### config.mk
export PLATFORM = sky130hd
export DESIGN_NAME = scti_lerp
export DESIGN_NICKNAME = d
export VERILOG_FILES = /design/src/design/scti_pkg.sv /design/src/design/scti_lerp.sv
export SDC_FILE = /design/constraint.sdc
export NUM_CORES = 1
export LEC_CHECK = 0
export BUFFER_PORTS_ARGS = -buffer_cell sky130_fd_sc_hd__buf_2
export CAP_MARGIN = 10
export CORE_MARGIN = 5
export CORE_UTILIZATION = 25
export DETAILED_ROUTE_END_ITERATION = 6
export GPL_ROUTABILITY_DRIVEN = 0
export PLACE_DENSITY_LB_ADDON = 0.12
export REMOVE_ABC_BUFFERS = 1
export SLEW_MARGIN = 10
export SYNTH_ARGS = -nofsm -noshare
export SYNTH_HDL_FRONTEND = slang
export SYNTH_SLANG_ARGS = --single-unit
### constraint.sdc
create_clock -name vclk -period 16.3
set_input_delay 4.89 -clock vclk [all_inputs]
set_output_delay 4.89 -clock vclk [all_outputs]
set_load 0.05 [all_outputs]
### src/design/scti_pkg.sv
// Package: quarter-wave sine ROM, widths and the types built on them.
`timescale 1ns / 1ps
package scti_pkg;
  localparam int AngleW  = 16;
  localparam int OutW    = 17;
  localparam int RomLast = 256;
  localparam int FracW   = 6;

  typedef logic signed [AngleW-1:0] angle_t;
  typedef logic signed [OutW-1:0]   trig_t;
  typedef logic [8:0]               rom_idx_t;
  typedef logic [FracW-1:0]         frac_t;

  // Quarter-wave sine in Q15, entries 0..256.
  function automatic logic [16:0] rom_entry(input rom_idx_t i);
    logic [16:0] r;
    case (i)
      9'd0: r = 17'h0000; 9'd1: r = 17'h00c9; 9'd2: r = 17'h0192; 9'd3: r = 17'h025b;
      9'd4: r = 17'h0324; 9'd5: r = 17'h03ed; 9'd6: r = 17'h04b6; 9'd7: r = 17'h057f;
      9'd8: r = 17'h0647; 9'd9: r = 17'h0710; 9'd10: r = 17'h07d9; 9'd11: r = 17'h08a2;
      9'd12: r = 17'h096a; 9'd13: r = 17'h0a33; 9'd14: r = 17'h0afb; 9'd15: r = 17'h0bc3;
      9'd16: r = 17'h0c8b; 9'd17: r = 17'h0d53; 9'd18: r = 17'h0e1b; 9'd19: r = 17'h0ee3;
      9'd20: r = 17'h0fab; 9'd21: r = 17'h1072; 9'd22: r = 17'h1139; 9'd23: r = 17'h1201;
      9'd24: r = 17'h12c8; 9'd25: r = 17'h138e; 9'd26: r = 17'h1455; 9'd27: r = 17'h151b;
      9'd28: r = 17'h15e2; 9'd29: r = 17'h16a8; 9'd30: r = 17'h176d; 9'd31: r = 17'h1833;
      9'd32: r = 17'h18f8; 9'd33: r = 17'h19bd; 9'd34: r = 17'h1a82; 9'd35: r = 17'h1b47;
      9'd36: r = 17'h1c0b; 9'd37: r = 17'h1ccf; 9'd38: r = 17'h1d93; 9'd39: r = 17'h1e56;
      9'd40: r = 17'h1f19; 9'd41: r = 17'h1fdc; 9'd42: r = 17'h209f; 9'd43: r = 17'h2161;
      9'd44: r = 17'h2223; 9'd45: r = 17'h22e5; 9'd46: r = 17'h23a6; 9'd47: r = 17'h2467;
      9'd48: r = 17'h2528; 9'd49: r = 17'h25e8; 9'd50: r = 17'h26a8; 9'd51: r = 17'h2767;
      9'd52: r = 17'h2826; 9'd53: r = 17'h28e5; 9'd54: r = 17'h29a3; 9'd55: r = 17'h2a61;
      9'd56: r = 17'h2b1f; 9'd57: r = 17'h2bdc; 9'd58: r = 17'h2c98; 9'd59: r = 17'h2d55;
      9'd60: r = 17'h2e11; 9'd61: r = 17'h2ecc; 9'd62: r = 17'h2f87; 9'd63: r = 17'h3041;
      9'd64: r = 17'h30fb; 9'd65: r = 17'h31b5; 9'd66: r = 17'h326e; 9'd67: r = 17'h3326;
      9'd68: r = 17'h33de; 9'd69: r = 17'h3496; 9'd70: r = 17'h354d; 9'd71: r = 17'h3604;
      9'd72: r = 17'h36ba; 9'd73: r = 17'h376f; 9'd74: r = 17'h3824; 9'd75: r = 17'h38d8;
      9'd76: r = 17'h398c; 9'd77: r = 17'h3a40; 9'd78: r = 17'h3af2; 9'd79: r = 17'h3ba5;
      9'd80: r = 17'h3c56; 9'd81: r = 17'h3d07; 9'd82: r = 17'h3db8; 9'd83: r = 17'h3e68;
      9'd84: r = 17'h3f17; 9'd85: r = 17'h3fc5; 9'd86: r = 17'h4073; 9'd87: r = 17'h4121;
      9'd88: r = 17'h41ce; 9'd89: r = 17'h427a; 9'd90: r = 17'h4325; 9'd91: r = 17'h43d0;
      9'd92: r = 17'h447a; 9'd93: r = 17'h4524; 9'd94: r = 17'h45cd; 9'd95: r = 17'h4675;
      9'd96: r = 17'h471c; 9'd97: r = 17'h47c3; 9'd98: r = 17'h4869; 9'd99: r = 17'h490f;
      9'd100: r = 17'h49b4; 9'd101: r = 17'h4a58; 9'd102: r = 17'h4afb; 9'd103: r = 17'h4b9e;
      9'd104: r = 17'h4c3f; 9'd105: r = 17'h4ce1; 9'd106: r = 17'h4d81; 9'd107: r = 17'h4e21;
      9'd108: r = 17'h4ebf; 9'd109: r = 17'h4f5e; 9'd110: r = 17'h4ffb; 9'd111: r = 17'h5097;
      9'd112: r = 17'h5133; 9'd113: r = 17'h51ce; 9'd114: r = 17'h5269; 9'd115: r = 17'h5302;
      9'd116: r = 17'h539b; 9'd117: r = 17'h5433; 9'd118: r = 17'h54ca; 9'd119: r = 17'h5560;
      9'd120: r = 17'h55f5; 9'd121: r = 17'h568a; 9'd122: r = 17'h571d; 9'd123: r = 17'h57b0;
      9'd124: r = 17'h5842; 9'd125: r = 17'h58d4; 9'd126: r = 17'h5964; 9'd127: r = 17'h59f3;
      9'd128: r = 17'h5a82; 9'd129: r = 17'h5b10; 9'd130: r = 17'h5b9d; 9'd131: r = 17'h5c29;
      9'd132: r = 17'h5cb4; 9'd133: r = 17'h5d3e; 9'd134: r = 17'h5dc7; 9'd135: r = 17'h5e50;
      9'd136: r = 17'h5ed7; 9'd137: r = 17'h5f5e; 9'd138: r = 17'h5fe3; 9'd139: r = 17'h6068;
      9'd140: r = 17'h60ec; 9'd141: r = 17'h616f; 9'd142: r = 17'h61f1; 9'd143: r = 17'h6271;
      9'd144: r = 17'h62f2; 9'd145: r = 17'h6371; 9'd146: r = 17'h63ef; 9'd147: r = 17'h646c;
      9'd148: r = 17'h64e8; 9'd149: r = 17'h6563; 9'd150: r = 17'h65dd; 9'd151: r = 17'h6657;
      9'd152: r = 17'h66cf; 9'd153: r = 17'h6746; 9'd154: r = 17'h67bd; 9'd155: r = 17'h6832;
      9'd156: r = 17'h68a6; 9'd157: r = 17'h6919; 9'd158: r = 17'h698c; 9'd159: r = 17'h69fd;
      9'd160: r = 17'h6a6d; 9'd161: r = 17'h6adc; 9'd162: r = 17'h6b4a; 9'd163: r = 17'h6bb8;
      9'd164: r = 17'h6c24; 9'd165: r = 17'h6c8f; 9'd166: r = 17'h6cf9; 9'd167: r = 17'h6d62;
      9'd168: r = 17'h6dca; 9'd169: r = 17'h6e30; 9'd170: r = 17'h6e96; 9'd171: r = 17'h6efb;
      9'd172: r = 17'h6f5f; 9'd173: r = 17'h6fc1; 9'd174: r = 17'h7023; 9'd175: r = 17'h7083;
      9'd176: r = 17'h70e2; 9'd177: r = 17'h7141; 9'd178: r = 17'h719e; 9'd179: r = 17'h71fa;
      9'd180: r = 17'h7255; 9'd181: r = 17'h72af; 9'd182: r = 17'h7307; 9'd183: r = 17'h735f;
      9'd184: r = 17'h73b5; 9'd185: r = 17'h740b; 9'd186: r = 17'h745f; 9'd187: r = 17'h74b2;
      9'd188: r = 17'h7504; 9'd189: r = 17'h7555; 9'd190: r = 17'h75a5; 9'd191: r = 17'h75f4;
      9'd192: r = 17'h7641; 9'd193: r = 17'h768e; 9'd194: r = 17'h76d9; 9'd195: r = 17'h7723;
      9'd196: r = 17'h776c; 9'd197: r = 17'h77b4; 9'd198: r = 17'h77fa; 9'd199: r = 17'h7840;
      9'd200: r = 17'h7884; 9'd201: r = 17'h78c7; 9'd202: r = 17'h7909; 9'd203: r = 17'h794a;
      9'd204: r = 17'h798a; 9'd205: r = 17'h79c8; 9'd206: r = 17'h7a05; 9'd207: r = 17'h7a42;
      9'd208: r = 17'h7a7d; 9'd209: r = 17'h7ab6; 9'd210: r = 17'h7aef; 9'd211: r = 17'h7b26;
      9'd212: r = 17'h7b5d; 9'd213: r = 17'h7b92; 9'd214: r = 17'h7bc5; 9'd215: r = 17'h7bf8;
      9'd216: r = 17'h7c29; 9'd217: r = 17'h7c5a; 9'd218: r = 17'h7c89; 9'd219: r = 17'h7cb7;
      9'd220: r = 17'h7ce3; 9'd221: r = 17'h7d0f; 9'd222: r = 17'h7d39; 9'd223: r = 17'h7d62;
      9'd224: r = 17'h7d8a; 9'd225: r = 17'h7db0; 9'd226: r = 17'h7dd6; 9'd227: r = 17'h7dfa;
      9'd228: r = 17'h7e1d; 9'd229: r = 17'h7e3f; 9'd230: r = 17'h7e5f; 9'd231: r = 17'h7e7f;
      9'd232: r = 17'h7e9d; 9'd233: r = 17'h7eba; 9'd234: r = 17'h7ed5; 9'd235: r = 17'h7ef0;
      9'd236: r = 17'h7f09; 9'd237: r = 17'h7f21; 9'd238: r = 17'h7f38; 9'd239: r = 17'h7f4d;
      9'd240: r = 17'h7f62; 9'd241: r = 17'h7f75; 9'd242: r = 17'h7f87; 9'd243: r = 17'h7f97;
      9'd244: r = 17'h7fa7; 9'd245: r = 17'h7fb5; 9'd246: r = 17'h7fc2; 9'd247: r = 17'h7fce;
      9'd248: r = 17'h7fd8; 9'd249: r = 17'h7fe1; 9'd250: r = 17'h7fe9; 9'd251: r = 17'h7ff0;
      9'd252: r = 17'h7ff6; 9'd253: r = 17'h7ffa; 9'd254: r = 17'h7ffd; 9'd255: r = 17'h7fff;
      9'd256: r = 17'h8000;
      default: r = 17'h8000;
    endcase
    return r;
  endfunction
endpackage

### src/design/scti_lerp.sv
// Linear interpolation between two ROM entries with floor shift by the fraction width.
`timescale 1ns / 1ps
module scti_lerp (
  input  logic [16:0]           base,
  input  logic [16:0]           next,
  input  scti_pkg::frac_t       frac,
  output logic signed [16:0]    value
);
  import scti_pkg::*;
  logic signed [17:0] diff;
  logic signed [24:0] prod;
  logic signed [18:0] shifted;
  logic signed [18:0] sum;

  assign diff    = $signed({1'b0, next}) - $signed({1'b0, base});
  assign prod    = diff * $signed({1'b0, frac});
  // arithmetic right shift is floor division by 64
  assign shifted = 19'(prod >>> FracW);
  assign sum     = $signed({2'b00, base}) + shifted;
  assign value   = sum[16:0];
endmodule

==> After elaboration in Yosys (flattened, before gate mapping) <==
Cells that the tools add are included.
{ "word_totals": {"ff_bits": 0, "input_bits": 40, "word_cells": 3} }
{ "classes": {"n_mul": 1, "addsub": 2} }
{ "ops": {"columns": ["operator", "count"], "rows": [
  ["multiplier 18 x 7 -> 23 bit", 1],
  ["subtractor 17 x 17 -> 18 bit", 1],
  ["adder 17 bit", 1]
]} }

==> Depth between registers and ports, before layout <==
{ "logic_depth": {"ltp_word": 3, "depth_mapped": 35, "mapped_depth_nobuf": 35} }

==> Worst setup path after synthesis <==
OpenSTA, ideal clock, no wires.
{ "synth_timing": {"kind": "input -> output", "startpoint": "input next[0]", "endpoint": "output value[13]", "stages": 32, "setup_slack_ns": -1.247, "path_buffers": 0, "t_arrival_ns": 12.657, "cell_sequence": "inv_1 -> ha_1 -> fa_1 -> nor2b_1 -> o21a_1 -> o21ai_1 -> nand2b_1 -> a31oi_2 -> and2b_2 -> nor2_1 -> xnor2_1 -> and2_1 -> fa_1 -> fa_1 -> fa_1 -> inv_1 -> fa_1 -> inv_1 -> ha_1 -> a21oi_1 -> nor2_1 -> a211oi_1 -> o21ai_0 -> a211o_1 -> a21oi_1 -> o21bai_1 -> xor2_1 -> ha_1 -> or3_1 -> a2111oi_0 -> nor3_1 -> a221oi_1"} }
{ "synth_between": {"elab_chain_len": 3} }
{ "synth_lines": {"columns": ["item", "line", "rtl"], "rows": [
  ["start: declaration", "scti_lerp.sv:5", "input logic [16:0] next,"],
  ["subtractor 17 x 17 -> 18 bit", "scti_lerp.sv:15", "assign diff = $signed({1'b0, next}) - $signed({1'b0, base});"],
  ["multiplier 18 x 7 -> 23 bit", "scti_lerp.sv:16", "assign prod = diff * $signed({1'b0, frac});"],
  ["adder 17 bit", "scti_lerp.sv:19", "assign sum = $signed({2'b00, base}) + shifted;"],
  ["end: declaration", "scti_lerp.sv:7", "output logic signed [16:0] value"]
]} }
No other way between the ends.

==> Final worst setup path <==
{ "layout_timing": {"startpoint": "input next[0]", "endpoint": "output value[15]"} }
The elaborated chain is that of the path after synthesis.

==> flow_summary.toml <==
[outcome]
status = "finished, violations left"
violations = "negative setup slack"

[final_layout]
clkbuf_count = 0
flops_and_latches = 0
drive_gt1_frac = 0.3930
seqCellArea_um2 = 0
final_nets = 1017
synthToLayoutAreaGrowth_pct = 46.66
antenna_cells = 0

[floorplanning]
io_pins = 57
die_w_um = 153.2
rows = 52
die_h_um = 153.2
initial_core_util = 0.2534
core_area_um2 = 20230
die_area_um2 = 23470

[worst_setup_path]
cp.required_ps = 11410
path_class = "input port to output port"
slowest_delay_ps = 500
endpoint_kind = "output port"
path_delay_family = "adder cells"
arrival_ps = 11900
critPathBufInv = 7
critPathMaxFanout = 5
cp_slowest_cell = "fa_1"
startpoint_type = "input port"

[global_route]
grt_pass1_vias = 5257
grt_pass1_wl_um = 25540
track_usage = 0.1264
antenna_found_initial = 0
grt_start_max_net_pins = 23
overflow = 0

[timing]
finalHoldViolCount = 0
setup_ws_ps = -488.6
fin_crit_ps = 16790
finalCritPeriodShare = 1.030
tns_ps = -2165
rsz0062_at_grt = "yes"
fmax_mhz = 59.56
relSlewSlack = 0.6730
finalSetupViolCount = 7
slew_violations = 0
worstMarginPinSlew_ps = 489.9

[detailed_routing]
viasPerCell = 4.488
via_count = 4923
drtAntennaViolNets = 0
remaining_drc_errors = 0
drtIter0Drc = 183
routedWlPerCell_um = 13.61
dr.pass1.iters = 6
wl_um = 14930

[hold_path]
hp-class = "input port to output port"

[yosys]
synth_warnings = 0
ys_top_cells_by_count = "inv_1 (100), ha_1 (77), fa_1 (71)"
yosysTopAreaCell = "fa_1"
post_synth.cell_area_avg_um2 = 8.165
ys_seq_area_frac = 0
synth.most_common_cell = "inv_1"
netlist_area_um2 = 5127
ys_top_cells_by_area = "fa_1 (28%), ha_1 (19%), and2_1 (8.2%)"
syn-instance-count = 628
synth_top_area_frac = 0.2772
synth.distinct_cells = 56

[flow_run]
cap_violations = 0

[placed_design]
dp_hpwl_um = 12520
io_buffers = 57

[cts]
hold_buffers = 0
[cell usage in the layout (no fill, tap or decap), types with 13 or more instances in the layout]
cell type	synthesis	layout
a21oi_1	25	13
and2_1	67	61
buf_2	0	44
buf_4	0	167
fa_1	71	68
ha_1	77	65
inv_1	100	95
nand2_1	44	41
nor2_1	28	20
xnor2_1	30	22
[what timing repair did]
item / CTS / global route
endpoints found under the setup margin: 11 / 12
gates resized for setup: 82 / 56
endpoints found under the hold margin: 0 / 0
pin swaps: 62 / 58
setup buffers: 10 / 4
[path summary, 6_finish.rpt]
kind,startpoint,to,slack [ps],depth (start not counted)
max,next[0],value[15],-490,37
min,base[0],value[0],10250,3
[routing by layer]
layer,vias up,share of wire,global-route usage
li1,2466,-,-
met2,57,0.53,0.2381
met3,4,0.017,0.005089
met4,0,0.0018,0.002121
met1,2396,0.45,0.1699
met5,-,0,0
[area by class of cell]
cell class                      instances  area [um^2]
Tap cell                              270        337.8
Fill cell                            2154        12710
Multi-Input combinational cell        508         5240
Inverter                              100        377.9
Timing Repair Buffer                  219         1564
[stage by stage]
stage	cells	cell area (um^2)	setup WS (ps)	util	hold WS [ps]
floorplan	608	5037	-1247	-	10160
global placement	1085	6787	-1247	0.3354	10240
detailed placement	1085	6787	-1419	0.3354	10260
CTS	1093	7196	-609.9	0.3556	10240
global route	1097	7520	-881.6	0.3716	10270
finish	1097	7520	-488.6	0.3716	10250
[logic make-up after synthesis]
| family | share of synthesized area |
|---|---|
| compound gates | 0.1364 |
| xor+xnor | 0.08126 |
| simple gates | 0.2265 |
| fa+ha+maj | 0.4651 |
| buf+inv | 0.09077 |
Power is left out: the tool's default activity adds up to more than one toggle a clock period on the data nets, which glitch-free logic cannot reach.
